<file path="config.mk">
export PLATFORM = sky130hd
export DESIGN_NAME = mcfe_div
export DESIGN_NICKNAME = d
export VERILOG_FILES = /design/src/rtl/core/mcfe_pkg.sv /design/src/rtl/core/mcfe_div.sv
export SDC_FILE = /design/constraint.sdc
export NUM_CORES = 2
export LEC_CHECK = 0
export ABC_AREA = 1
export BUFFER_PORTS_ARGS = -buffer_cell sky130_fd_sc_hd__clkbuf_2
export CAP_MARGIN = 0
export CORE_ASPECT_RATIO = 1.25
export CORE_UTILIZATION = 50
export CTS_CLUSTER_SIZE = 8
export DETAILED_ROUTE_END_ITERATION = 10
export GPL_ROUTABILITY_DRIVEN = 0
export PLACE_DENSITY_LB_ADDON = 0.2
export SLEW_MARGIN = 25
export SYNTH_ARGS = -nofsm -noshare
export SYNTH_HDL_FRONTEND = slang
export SYNTH_SLANG_ARGS = --single-unit
</file>
<file path="constraint.sdc">
create_clock -name clk -period 3.2 [get_ports clk]
set_input_delay 0.8 -clock clk [delete_from_list [all_inputs] [get_ports clk]]
set_output_delay 0.8 -clock clk [all_outputs]
set_load 0.02 [all_outputs]
</file>
<file path="src/rtl/core/mcfe_pkg.sv">
// ----------------------------------------------------------------------------
// mcfe_pkg
// Shared types and constants of the motor command frame encoder.
// ----------------------------------------------------------------------------
package mcfe_pkg;

  localparam int ID_W     = 11;
  localparam int VAL_W    = 32;
  localparam int LIM_W    = 31;
  localparam int SPAN_W   = 32;
  localparam int QUO_W    = 16;
  localparam int NUM_W    = SPAN_W + QUO_W;
  localparam int POS_BITS = 16;
  localparam int CTL_BITS = 12;
  localparam int CFG_IDX_W = 3;
  localparam int DIV_LAT  = QUO_W;
  localparam int PIPE_LAT = DIV_LAT + 2;

  localparam logic [ID_W-1:0] CMD_ID_BITS = 11'h070;

  typedef enum logic [CFG_IDX_W-1:0] {
    REG_GAIN_P   = 3'd0,
    REG_GAIN_D   = 3'd1,
    REG_POSITION = 3'd2,
    REG_VELOCITY = 3'd3,
    REG_CURRENT  = 3'd4
  } reg_idx_t;

  typedef struct packed {
    logic [LIM_W-1:0] gain_p;
    logic [LIM_W-1:0] gain_d;
    logic [LIM_W-1:0] position;
    logic [LIM_W-1:0] velocity;
    logic [LIM_W-1:0] current;
  } lim_t;

  typedef struct packed {
    logic            err;
    logic [ID_W-1:0] id;
  } side_t;

endpackage

</file>
<file path="src/rtl/core/mcfe_div.sv">
// ----------------------------------------------------------------------------
// mcfe_div
// Pipelined restoring divider, one quotient bit per stage.
// ----------------------------------------------------------------------------
module mcfe_div
  import mcfe_pkg::*;
(
  input  logic              clk,
  input  logic              en,
  input  logic [NUM_W-1:0]  num,
  input  logic [SPAN_W-1:0] span,
  output logic [QUO_W-1:0]  quo
);

  logic [NUM_W-1:0] rem_r [1:QUO_W-1];
  logic [QUO_W-1:0] quo_r [1:QUO_W];

  for (genvar k = 0; k < QUO_W; k++) begin : g_stage
    logic [NUM_W-1:0] cur_rem;
    logic [QUO_W-1:0] cur_quo;
    logic [NUM_W-1:0] dsr;
    logic             ge;
    if (k == 0) begin : g_first
      assign cur_rem = num;
      assign cur_quo = '0;
    end else begin : g_next
      assign cur_rem = rem_r[k];
      assign cur_quo = quo_r[k];
    end
    assign dsr = {{QUO_W{1'b0}}, span} << (QUO_W - 1 - k);
    assign ge  = cur_rem >= dsr;
    always_ff @(posedge clk) begin
      if (en) begin
        quo_r[k+1] <= {cur_quo[QUO_W-2:0], ge};
      end
    end
    if (k < QUO_W-1) begin : g_rem
      always_ff @(posedge clk) begin
        if (en) begin
          rem_r[k+1] <= ge ? cur_rem - dsr : cur_rem;
        end
      end
    end
  end

  assign quo = quo_r[QUO_W];

endmodule

</file>
==> out/results.ini <==
[grt]
grt_pass1_vias = 79900
grt.total_usage_pct = 34.9
overflow = 0
grt_pass1_wl_mm = 434
grt_start_max_net_pins = 99
antenna_found_initial = 10

[cts]
root_buffer = clkbuf_16
numCtsBuffers = 119
cts_hold_repair.buffers = 0
htree_num_levels = 3
cts_buffer_depth = 3
cts_setup_buffers = 0
post_cts_resize_count = 0
clkTransAtPathRegs_ns = 0.05
clock_latency_ns = 0.82
cts_sinks = 856
cts_tree = done

[floorplanning]
ios = 98
die_w_um = 359
initial_core_util_pct = 50.4
fp.dieH_um = 448
die_area_mm2 = 0.161
row_count = 163
core_mm2 = 0.158

[worst_setup_path]
path_max_fanout = 23
required_ns = 3.72
critPathLaunchType = input pin
crit_type = input pin to flip-flop
ff2ff_setup_slack_ns = 0.38
cp.arrival_ns = 3.50
crit_path_end_kind = flip-flop

[synthesis]
ys_top_cells_by_count = 5627 x nand2_1, 2245 x inv_1, 1087 x nor2_1
ys_top_cells_by_area = edfxtp_1 32%, nand2_1 27%, inv_1 11%, ha_1 8.0%, nor2_1 5.1%
syn_inst = 12500
ys.flop_type = edfxtp_1
synth.distinct_cells = 45
postSynthAreaPerCell_um2 = 6.39
synth_most_common_cell = nand2_1
synth_edf_count = 856
synthesis.area_mm2 = 0.0797
yosysTopAreaCellShare_pct = 32.3
synth-seq-cells = 856
syn_nets = 13100
synth-warning-count = 0
ys_seq_area_share_pct = 32.3
ys_async_sr_fraction_pct = 0
synth_area_leader_cell = edfxtp_1

[drt]
avgViaCountPerCell = 5.29
post_drt_wl_per_cell_um = 18.0
first_iter_violations = 8417
wl_mm = 285
drtAntennaViolNets = 0
drt_drc_violations_left = 0
first_pass_iters = 9
vias = 83700

[place]
io_buffers = 97
placed_cell_area_mm2 = 0.0913
placed_cells = 15700
post-place-ws_ns = -0.523
place_hpwl_mm = 231

[power_and_ir_drop]
ir_drop_uv = 563
cellPowerDensity_mw_per_mm2 = 841
leakage_uw = 0.0510

[timing]
fin_crit_sh_pct = 93.1
skew_ns = 0.0925
setup_viol = 0
hold_viol = 0
setup-tns-final_ns = 0
grt_setup_unrepaired = false
clock.fmax_mhz = 336
fin_hold_ws_ns = 0.163
worst_slack_ns = 0.221
min_period_ns = 2.98
slew_headroom_pct = 55.9
worst_pin_slew_ns = 0.654
drv_slew = 0

[finish]
fill_cells = 14700
nets = 14300
final_area_mm2 = 0.0946
post_layout_nonfiller_instances = 15800
drive_gt1_share_pct = 12.0
area_growth_pct = 18.7

[status]
status = finished, final reports clean

[worst_hold_path]
hold_path.class = input pin to flip-flop

[run]
cap_violations = 0

-- kinds of logic after synthesis --
| logic type | Yosys count | share of synthesized area [%] |
|---|---|---|
| buf+inv | 2383 | 12.0 |
| simple gates | 7876 | 40.1 |
| compound gates | 550 | 4.09 |
| fa+ha+maj | 527 | 8.42 |
| xor+xnor | 287 | 3.15 |
| flops | 856 | 32.3 |
-- cells in the final DEF, fill, tap and decap left out, types with 96 or more instances in the layout --
master     synthesis  routed
ha_1             512     512
a21oi_1          326     326
clkbuf_16          0     119
nand4_1          145     145
buf_4             17    1038
nor2_1          1087    1087
nor3_1           103     103
nand2_1         5627    5627
inv_1           2245    2216
nand3_1          668     668
edfxtp_1         856     856
xor2_1           258     258
clkbuf_2           0      96
-- routing by layer --
metal  part of all wire (%)  track usage [%]  vias up  wire [um]
met5                 0.0025                0        -          7
met2                     45             57.4     4018     129000
met4                    8.7             27.5        2      24800
met1                     37             40.1    37500     106000
met3                    8.9             6.44     1135      25300
li1                       -                -    41100          -
-- worst max-delay path, stage by stage --
cell	delay, ns
clkbuf_2	0.09
clkinv_1	0.18
buf_4	0.28
ha_1	0.34
nand2_1	0.12
nor2_1	0.35
nand3_1	0.12
nor2_1	0.45
nand3_2	0.18
inv_1	0.12
nor2_4	0.06
buf_12	0.16
nand2_1	0.13
nand2_1	0.07
-- area by class of cell --
| class | instances | area, um2 | share of cell area [%] |
|---|---|---|---|
| flip-flops and latches | 856 | 25700 | 27.2 |
| well taps | 2062 | 2580 | 2.73 |
| diodes | 10 | 25.0 | 0.0265 |
| inverters | 2280 | 8560 | 9.05 |
| repair buffers | 1220 | 9990 | 10.6 |
| clock inverters | 13 | 260 | 0.275 |
| multi-input cells | 9240 | 44500 | 47.0 |
| clock buffers | 128 | 3010 | 3.18 |
-- flip-flops by register name (all words and copies together), names as in the netlist --
| register | count |
|---|---|
| rem_r | 720 |
| quo_r | 136 |
-- worst paths after layout --
| path | start | to | cells after the start |
|---|---|---|---|
| setup reg to reg | rem_r[6][14] | rem_r[7][35] | 11 |
| hold reg to reg | quo_r[0][114] | quo_r[0][131] | 0 |
| setup / recovery | span[6] | rem_r[7][35] | 14 |
| hold / removal | num[6] | rem_r[1][6] | 1 |
-- through the flow --
stage,total power (uW),util [%]
after floorplan,48100,-
after global placement,65900,57.8
after detailed placement,66600,57.8
after CTS,78600,59.8
after global routing,85500,59.8
final,79500,59.8
-- report_power, final --
| group | leakage, uW | internal, uW | switching (uW) |
|---|---|---|---|
| Clock | 0.00158 | 6650 | 5080 |
| Sequential | 0.00825 | 17500 | 3370 |
| Combinational | 0.0412 | 18300 | 28700 |
(Power assumes the default switching activity.)
