### config.mk
export PLATFORM = sky130hd
export DESIGN_NAME = mcfe_cfg
export DESIGN_NICKNAME = d
export VERILOG_FILES = /design/src/rtl/core/mcfe_pkg.sv /design/src/rtl/core/mcfe_cfg.sv
export SDC_FILE = /design/constraint.sdc
export NUM_CORES = 1
export LEC_CHECK = 0
export ABC_AREA = 1
export ABC_CLOCK_PERIOD_IN_PS = 2900
export BUFFER_PORTS_ARGS = -buffer_cell sky130_fd_sc_hd__buf_2
export CELL_PAD_IN_SITES_DETAIL_PLACEMENT = 0
export CELL_PAD_IN_SITES_GLOBAL_PLACEMENT = 2
export CORE_ASPECT_RATIO = 0.9
export CORE_MARGIN = 2
export CORE_UTILIZATION = 29
export CTS_CLUSTER_SIZE = 14
export DETAILED_ROUTE_END_ITERATION = 10
export HOLD_SLACK_MARGIN = 0.1
export PLACE_DENSITY = 0.88
export SETUP_SLACK_MARGIN = 0.02
export SYNTH_ARGS = -nofsm -noshare
export SYNTH_HDL_FRONTEND = slang
export SYNTH_SLANG_ARGS = --single-unit
### constraint.sdc
create_clock -name clk -period 2.9 [get_ports clk]
set_clock_uncertainty 0.05 [all_clocks]
set_input_delay 0.58 -clock clk [delete_from_list [all_inputs] [get_ports clk]]
set_output_delay 0.58 -clock clk [all_outputs]
set_load 0.02 [all_outputs]
### src/rtl/core/mcfe_pkg.sv
// ----------------------------------------------------------------------------
// mcfe_pkg
// Shared types and constants of the motor command frame encoder.
// ----------------------------------------------------------------------------
package mcfe_pkg;

  localparam int ID_W     = 11;
  localparam int VAL_W    = 32;
  localparam int LIM_W    = 31;
  localparam int SPAN_W   = 32;
  localparam int QUO_W    = 16;
  localparam int NUM_W    = SPAN_W + QUO_W;
  localparam int POS_BITS = 16;
  localparam int CTL_BITS = 12;
  localparam int CFG_IDX_W = 3;
  localparam int DIV_LAT  = QUO_W;
  localparam int PIPE_LAT = DIV_LAT + 2;

  localparam logic [ID_W-1:0] CMD_ID_BITS = 11'h070;

  typedef enum logic [CFG_IDX_W-1:0] {
    REG_GAIN_P   = 3'd0,
    REG_GAIN_D   = 3'd1,
    REG_POSITION = 3'd2,
    REG_VELOCITY = 3'd3,
    REG_CURRENT  = 3'd4
  } reg_idx_t;

  typedef struct packed {
    logic [LIM_W-1:0] gain_p;
    logic [LIM_W-1:0] gain_d;
    logic [LIM_W-1:0] position;
    logic [LIM_W-1:0] velocity;
    logic [LIM_W-1:0] current;
  } lim_t;

  typedef struct packed {
    logic            err;
    logic [ID_W-1:0] id;
  } side_t;

endpackage

### src/rtl/core/mcfe_cfg.sv
// ----------------------------------------------------------------------------
// mcfe_cfg
// Limit register file written through the configuration channel.
// ----------------------------------------------------------------------------
module mcfe_cfg
  import mcfe_pkg::*;
#(
  parameter int FRAC_BITS = 16
) (
  input  logic                 clk,
  input  logic                 rst_n,
  input  logic                 cfg_valid,
  output logic                 cfg_ready,
  input  logic [CFG_IDX_W-1:0] cfg_index,
  input  logic [VAL_W-1:0]     cfg_data,
  output lim_t                 lim
);

  localparam logic [LIM_W-1:0] ONE = LIM_W'(1) << FRAC_BITS;

  lim_t lim_r;

  assign cfg_ready = 1'b1;
  assign lim       = lim_r;

  always_ff @(posedge clk) begin
    if (!rst_n) begin
      lim_r <= '{gain_p: ONE, gain_d: ONE, position: ONE, velocity: ONE, current: ONE};
    end else if (cfg_valid) begin
      unique case (cfg_index)
        REG_GAIN_P:   lim_r.gain_p   <= cfg_data[LIM_W-1:0];
        REG_GAIN_D:   lim_r.gain_d   <= cfg_data[LIM_W-1:0];
        REG_POSITION: lim_r.position <= cfg_data[LIM_W-1:0];
        REG_VELOCITY: lim_r.velocity <= cfg_data[LIM_W-1:0];
        REG_CURRENT:  lim_r.current  <= cfg_data[LIM_W-1:0];
        default: ;
      endcase
    end
  end

endmodule

==> summary.txt <==
Global routing
  • Initial antenna violation count: 0
  • Largest net degree at the start of global routing: 60
  • Vias in the first global route: 5474
  • Gr ovfl total: 0
  • GR Util All Layers: 0.182
  • First-pass GRT wire length: 31200 um

Detailed routing
  • Pre-antenna DRT Iters: 5
  • Initial DRC Count: 329
  • Routed len/inst: 15.0 um
  • M1 WL: 9180 um
  • Uppermost layer routed: met4
  • Detailed-route DRC error count: 0
  • Routed wl met2: 9180 um
  • Routed wire length: 20300 um
  • WL met3: 1730 um
  • Vias: 5881
  • Vias per cell: 4.35
  • Number of routed nets with antenna violations: 0

Floorplan
  • Initial core utilization: 0.295
  • I/O pins: 194
  • Die H: 142 um
  • Core ar.: 20800 sq um
  • Total die area: 22300 sq um
  • Placement Rows: 50
  • Die Wd: 157 um

Final layout
  • Fin area: 8000 sq um
  • Share of post-route cells with drive strength above 1: 0.237
  • Multi-input combinational cell area: 2630 sq um
  • Final Non-Filler Cells: 1351
  • Fin nets: 1090
  • FILL cells: 2319
  • Synthesis-to-layout area growth: 30.3%
  • Antenna fix cells: 0
  • FF+latch area: 3100 sq um
  • Max FFs per register: 155

Pwr
  • Int Pwr: 3.76 mW
  • Total power: 5.14 mW
  • Clock power share: 0.451
  • Sequential Power Share: 0.437
  • Max VDD drop: 0.000314 V
  • Comb power frac: 0.112
  • Sw Ratio: 0.268
  • PD cells: 642 nW/um^2
  • Leak pwr: 3.91 nW
  • Net Switching: 1.37 mW

Clock network
  • Deepest clock path buffer count: 2
  • Post-cts resize count: 0
  • Num CTS Buffers: 17
  • CTS Root Cell: clkbuf_16
  • Cts hold-fix bufs: 0
  • Clock Latency Late Sink: 0.42 ns
  • Postcts setup bufs: 0
  • Clock slew at reported path FFs: 0.06 ns
  • TritonCTS clock tree: yes
  • CTS HTree Levels: 4
  • CTS Sinks: 155

Timing
  • Relative slew slack: 0.601
  • Final slew viol count: 0
  • Setup TNS: 0 ns
  • Final worst path period need: 1.73 ns
  • Final hold slack: 0.389 ns
  • Fmax: 578 MHz
  • Worst slew pin tran: 0.596 ns
  • Unrepaired setup endpoints after global routing: no
  • Final hold violations: 0
  • Setup violations, final: 0
  • Final Cycle Share: 0.597

Synth
  • Post-Syn Nets: 927
  • Distinct cells, synth: 13
  • Post-synth EDFFs: 0
  • YS warnings: 0
  • Most frequent cell after synthesis: nor2_1
  • Post-synth ARST share: 0
  • Number of synthesized register bits: 155
  • Synthesized area per cell: 6.90 sq um
  • Cells after Synth: 889
  • Area contributors post-synth: dfxtp_1 51%, nor2_1 19%, nand3_1 13%
  • Post-Syn Area: 6130 sq um
  • Largest area contributor in the netlist: dfxtp_1
  • Post-synthesis sequential area ratio: 0.506
  • Commonest cells post-synth: 308 x nor2_1, 167 x nand2_1, 155 x dfxtp_1, 155 x nand3_1, 35 x buf_2
  • Ys flop type: dfxtp_1
  • Share of the synthesized area in the top cell type: 0.506

Hold path
  • Worst hold path type: primary input to flip-flop

Place
  • Port buffer count: 191
  • Dpl cells: 1319
  • DP HPWL: 13500 um
  • Post-Place Cell Area: 7390 sq um
  • GP Congestion: 0.782

Run status
  • Outcome: finished clean

Critical path
  • Most frequent CP cell: nor2_1
  • Worst-path cell chain: buf_2, inv_1, nand2_1, nor2_2, buf_4, nor2_1, nor2_1
  • Max incr delay on CP: 0.47 ns
  • Critical path data arrival time: 2.03 ns
  • Critical path's slowest cell: nor2_2
  • Crit end category: flip-flop
  • Startpoint types: primary input
  • Worst-path fanout max: 21
  • CP Class: primary input to flip-flop
  • Critical Path RT: 3.20 ns

Job
  • Max_cap viols: 0
[final cells by class]
class | instances | area share
repair buffers | 208 | 0.145
inverters | 36 | 0.0169
clock inverters | 14 | 0.0207
flip-flops and latches | 155 | 0.388
multi-input cells | 634 | 0.329
clock buffers | 18 | 0.0549
well taps | 286 | 0.0448
[power groups by stage]
stage          combinational (mW)  sequential, mW  clock [mW]
2_1_floorplan               0.281            2.38           0
3_3_place_gp                0.581            2.29           0
3_5_place_dp                0.584            2.29           0
4_1_cts                     0.586            2.24        2.37
5_1_grt                     0.641            2.25        2.46
6_report                    0.576            2.24        2.32
[metrics by stage]
step / worst slack (ns) / utilization
finish: 1.17 / 0.385
global route: 0.982 / 0.385
CTS: 1.14 / 0.385
detailed placement: 0.718 / 0.356
global placement: 0.747 / 0.356
floorplan: 1.51 / -
[placed cells by master, fill, tap and decap left out, drive strengths merged]
| cell type | instances |
|---|---|
| buf | 208 |
| bufinv | 3 |
| clkbuf | 18 |
| clkinv | 5 |
| clkinvlp | 2 |
| conb | 1 |
| dfxtp | 155 |
| inv | 40 |
| nand2 | 167 |
| nand3 | 155 |
| nor2 | 309 |
| o21ai | 2 |
[worst max-delay path, delay by kind of cell]
kind,cells,cell delay (ns)
buf+inv,3,0.65
simple gates,4,0.79
[path summary, 6_finish.rpt]
path	startpoint	to	slack, ns	cells past startpoint
worst min-delay path	cfg_data[16]	lim[140]$_SDFFE_PN1P_	0.39	3
worst max register to register	lim[104]$_SDFFE_PN0P_	lim[104]$_SDFFE_PN0P_	2.26	2
worst min register to register	lim[70]$_SDFFE_PN0P_	lim[70]$_SDFFE_PN0P_	0.43	2
worst max-delay path	cfg_index[0]	lim[7]$_SDFFE_PN0P_	1.17	7
[cells by family after synthesis]
| kind of cell | Yosys count | share of synthesized area |
|---|---|---|
| AOI/OAI and AO/OA | 2 | 0.00163 |
| buffers and inverters | 100 | 0.0738 |
| DFF | 155 | 0.506 |
| and+or+nand+nor | 631 | 0.418 |
| other | 1 | 0.000611 |
[routing by layer]
layer	up-vias	GRT usage
li1	3077	-
met1	2638	0.240
met2	154	0.285
met3	12	0.0624
met4	0	0.0459
met5	-	0
(Power assumes the default switching activity.)
