[src/rtl/core/mcfe_pkg.sv]
// ----------------------------------------------------------------------------
// mcfe_pkg
// Shared types and constants of the motor command frame encoder.
// ----------------------------------------------------------------------------
package mcfe_pkg;

  localparam int ID_W     = 11;
  localparam int VAL_W    = 32;
  localparam int LIM_W    = 31;
  localparam int SPAN_W   = 32;
  localparam int QUO_W    = 16;
  localparam int NUM_W    = SPAN_W + QUO_W;
  localparam int POS_BITS = 16;
  localparam int CTL_BITS = 12;
  localparam int CFG_IDX_W = 3;
  localparam int DIV_LAT  = QUO_W;
  localparam int PIPE_LAT = DIV_LAT + 2;

  localparam logic [ID_W-1:0] CMD_ID_BITS = 11'h070;

  typedef enum logic [CFG_IDX_W-1:0] {
    REG_GAIN_P   = 3'd0,
    REG_GAIN_D   = 3'd1,
    REG_POSITION = 3'd2,
    REG_VELOCITY = 3'd3,
    REG_CURRENT  = 3'd4
  } reg_idx_t;

  typedef struct packed {
    logic [LIM_W-1:0] gain_p;
    logic [LIM_W-1:0] gain_d;
    logic [LIM_W-1:0] position;
    logic [LIM_W-1:0] velocity;
    logic [LIM_W-1:0] current;
  } lim_t;

  typedef struct packed {
    logic            err;
    logic [ID_W-1:0] id;
  } side_t;

endpackage

[src/rtl/core/mcfe_prep.sv]
// ----------------------------------------------------------------------------
// mcfe_prep
// Two stages: offset and clamp into the range, then scale to the dividend.
// ----------------------------------------------------------------------------
module mcfe_prep
  import mcfe_pkg::*;
#(
  parameter int QBITS = 12,
  parameter bit SYM   = 1'b1
) (
  input  logic                    clk,
  input  logic                    en,
  input  logic signed [VAL_W-1:0] x,
  input  logic [LIM_W-1:0]        lim,
  output logic [NUM_W-1:0]        num,
  output logic [SPAN_W-1:0]       span
);

  logic signed [VAL_W+1:0] off;
  logic signed [VAL_W+1:0] span_s;
  logic [SPAN_W-1:0]       n_nxt;
  logic [SPAN_W-1:0]       n_r;
  logic [NUM_W-1:0]        n_ext;
  logic [NUM_W-1:0]        num_r;

  assign span   = SYM ? {lim, 1'b0} : {1'b0, lim};
  assign off    = (VAL_W+2)'(x) + (SYM ? $signed({3'b000, lim}) : '0);
  assign span_s = $signed({2'b00, span});

  always_comb begin
    if (off < 0) begin
      n_nxt = '0;
    end else if (off > span_s) begin
      n_nxt = span;
    end else begin
      n_nxt = off[SPAN_W-1:0];
    end
  end

  assign n_ext = {{QUO_W{1'b0}}, n_r};
  assign num   = num_r;

  always_ff @(posedge clk) begin
    if (en) begin
      n_r   <= n_nxt;
      num_r <= (n_ext << QBITS) - n_ext;
    end
  end

endmodule

[config.mk]
export PLATFORM = sky130hd
export DESIGN_NAME = mcfe_prep
export DESIGN_NICKNAME = d
export VERILOG_FILES = /design/src/rtl/core/mcfe_pkg.sv /design/src/rtl/core/mcfe_prep.sv
export SDC_FILE = /design/constraint.sdc
export NUM_CORES = 1
export LEC_CHECK = 0
export ABC_AREA = 0
export ABC_CLOCK_PERIOD_IN_PS = 4800
export BUFFER_PORTS_ARGS = -buffer_cell sky130_fd_sc_hd__buf_4
export CORE_UTILIZATION = 29
export CTS_CLUSTER_DIAMETER = 50
export DETAILED_ROUTE_END_ITERATION = 8
export GPL_TIMING_DRIVEN = 0
export MAX_ROUTING_LAYER = met4
export PLACE_DENSITY = 0.6
export RECOVER_POWER = 100
export SYNTH_ARGS = -nofsm -noshare
export SYNTH_HDL_FRONTEND = slang
export SYNTH_SLANG_ARGS = --single-unit
[constraint.sdc]
create_clock -name clk -period 4.8 [get_ports clk]
set_input_delay 0.96 -clock clk [delete_from_list [all_inputs] [get_ports clk]]
set_output_delay 0.96 -clock clk [all_outputs]
set_load 0.1 [all_outputs]
==> impl_results.md <==
- DR vias: about 6000
- Worst-margin pin slew: 1.85 ns
- 1st-iter DRT viols: 170
- Core area: between 0.02 and 0.025 mm2
- Register area share after synthesis: ~33%
- Worst Path Max Fanout: 8
- Critical path endpoint category: register
- Dominant cells by area after synthesis: edfxtp_1, ha_1, xnor2_1, buf_4, a21oi_1
- Unique masters post-synth: 75
- Post-synth top flop: edfxtp_1
- FF-to-FF setup slack: 0.76 ns
- # hold bufs at CTS: 0
- Synth Area per Inst: approximately 9.5 um2
- Die area: between 0.02 and 0.03 mm2
- CTS max path bufs: 2
- Post-Synthesis Cells: 744
- Die height: 159 um
- Seq cells post-synth: 77
- Row cnt: 56
- Largest net degree at the start of global routing: 78
- CTS Sinks: 77
- Layout cell share with drive strength beyond 1: a little under a quarter
- Synthesized Nets: 893
- I/O pins: 145
- Post-synthesis mux area share: 3.24%
- I/O Buffers: 143
- Worst min-delay path class: register to register
- Final WS setup: -0.317 ns
- Synth top area share: 32.5%
- Fmax: 195 MHz
- Xor and xnor area share after synthesis: 7.89%
- Critical path data arrival time: 5.19 ns
- Global route total overflow: 0
- Max-slew violation count: between 70 and 80
- Power Density: 481 mW/mm2
- Status: complete, but fails checks
- Post-DP HPWL: between 10000 and 15000 um
- Final wirelength: 18700 um
- Initial Util: 29.9%
- Cts bufs inserted: 9
- Post-DRT Antenna Nets: 0
- Number of synthesized flops with an enable pin: between 70 and 80
- Compound-Gate Fraction of Synth Area: between 10% and 20%
- Simple-gate share of the synthesized area: 13.6%
- Max_cap viols: 1
- Fin nets: 1073
- Antenna cells: 0
- Count leader, synth: ha_1
- Failing checks: capacitance limit, slew limit, setup timing
- GRT Util Overall: 15.3%
- Vias per cell: 4.80
- Int Power: 2.26 mW
- Part of the power in registers: between 20% and 30%
- Async S/R FF share, synth: 0%
- RSZ-0062 raised after global routing: true
- Clock skew: 0.00945 ns
- Comb pwr share: between 60% and 70%
- CTS tree: done
- Chip width: 159 um
- Slew headroom: -23.5%
- Switching Share: 49.4%
- DP Worst Slack: -0.842 ns
- FILL cells: 2439
- Setup CP Type: input port to register
- DRC violations left: 0
- Layout Cells excl Fill: 1248
- Clock Latency Late Sink: 0.35 ns
- Clk pin slew, worst setup/hold paths: about 0.060 ns
- Setup crit start kind: input port
- Yosys warning count: 0
- Hold Fails Final Rpt: 0
- Clk root buf: clkbuf_16
- Final setup vio count: 32
- Min Tclk post-route: 5.12 ns
- Leak pwr: 3.87 nW
- Vias in the first global route: 5850
- Worst EP required: roughly 4.9 ns
- Antenna violations before repair: 0
- Clk pwr share: 15.1%
- Largest family of logic cells by synthesized area: compound AO/OA/AOI/OAI gates
- Most frequent cells after synthesis: ha_1, edfxtp_1, inv_1
- Adder-cell area share of the yosys netlist: ~15%
- Net Sw Power: around 2.2 mW
- Tcrit/Tclk final: 107%
- Gpl congestion: approximately 0.86
- Global-route wire length before repair: 28900 um
- DP Cell Count: 1206
- Cell area after synthesis: 0.00710 mm2
- P&R area growth vs syn: 30.4%
- Yosys top cell by area: edfxtp_1
- Maximum VDD drop: 280 uV
- Total power: 4.46 mW
- DR WL/cell: between 10 and 15 um
- Drt first pass iters: 4
- CTS H-tree lvls: 3
==> routing by layer <==
| layer | global-route usage (%) | wire [um] |
|---|---|---|
| met4 | 4.90 | 329 |
| met3 | 1.85 | 640 |
| met1 | 18.8 | 8580 |
| met5 | - | 0 |
| met2 | 25.9 | 9130 |
==> through the flow <==
step | setup TNS (ns) | cell area [um2] | hold WS [ns] | utilization (%)
6_report | -7.80 | 9270 | 0.566 | 39.0
5_1_grt | -10.10 | 9270 | 0.615 | 39.0
4_1_cts | -5.35 | 9490 | 0.570 | 40.0
3_5_place_dp | -23.51 | 8620 | 0.561 | 36.3
3_3_place_gp | -23.17 | 8620 | 0.567 | 36.3
2_1_floorplan | -2.90 | 7150 | 0.539 | -
==> state kept, by name (all words and copies together), names as in the netlist <==
register	flops
num	45
n_r	32
==> power groups by stage <==
stage                     logic (mW)  clock network (mW)  registers, mW
after floorplan                 1.20                   0           1.87
after global placement          2.51                   0           1.11
after detailed placement        2.53                   0           1.11
after CTS                       2.79               0.687           1.10
after global routing            2.89               0.709           1.11
final                           2.70               0.671           1.09
==> cell families (layout without fill, tap and decap cells) <==
kind of cell / Yosys count / after routing
buffers and inverters: 112 / 297
other: 1 / 1
flip-flops: 77 / 77
adder cells (fa/ha/maj): 84 / 84
AND/OR/NAND/NOR: 188 / 188
AO/OA/AOI/OAI: 195 / 195
XOR/XNOR: 64 / 64
multiplexers: 23 / 23
==> layout by cell type, fill, tap and decap left out, drive strengths merged, types with 4 or more instances in the layout <==
cell and n:
a21oi 51, o21ai 32, nand2b 5, a21boi 6, nand3 15, nand2 45, xnor2 46, buf 133
xor2 18, nor3 8, o211ai 5, nor4 6, a2111oi 4, nand4 6, clkbuf 93, and4 5
o21a 13, a21o 26, edfxtp 77, nor2b 12, ha 83, a31oi 12, and3 9, or2 4
nor2 55, mux2i 23, a211oi 13, inv 66
==> final timing paths <==
| kind | end | cells after the start | start |
|---|---|---|---|
| min reg2reg | num[46] | 1 | n_r[31] |
| max reg2reg | num[35] | 8 | n_r[2] |
| max | n_r[21] | 24 | lim[0] |
| min | num[46] | 1 | n_r[31] |
==> critical path, stage by stage <==
cell	delay, ns
buf_8	0.10
ha_4	0.16
fa_2	0.39
a211oi_4	0.30
o21ai_2	0.09
buf_4	0.14
buf_4	0.12
buf_4	0.12
buf_4	0.12
buf_4	0.12
buf_4	0.12
buf_4	0.12
buf_4	0.12
buf_4	0.12
xor2_1	0.15
ha_1	0.21
a2111oi_0	0.43
a21oi_1	0.17
o21a_1	0.19
o31a_1	0.31
buf_12	0.19
buf_12	0.15
mux2i_2	0.20
nor2_1	0.07
==> area by class of cell <==
cell class | count | area (um2) | share of cell area, %
Multi-Input combinational cell | 555 | 4570 | 49.3
Inverter | 65 | 244 | 2.63
Clock inverter | 6 | 71.3 | 0.770
Buffer | 46 | 374 | 4.04
Tap cell | 319 | 399 | 4.31
Timing Repair Buffer | 170 | 1070 | 11.6
Sequential cell | 77 | 2310 | 25.0
Clock buffer | 10 | 229 | 2.47
==> what timing repair did <==
action | 4_1_cts | 5_1_grt
pin swaps | 16 | 16
setup buffers | 20 | 4
gates resized for setup | 73 | 31
cloned | 3 | 0
setup endpoints to repair | 32 | 32
Power figures use the tool's default switching activity.
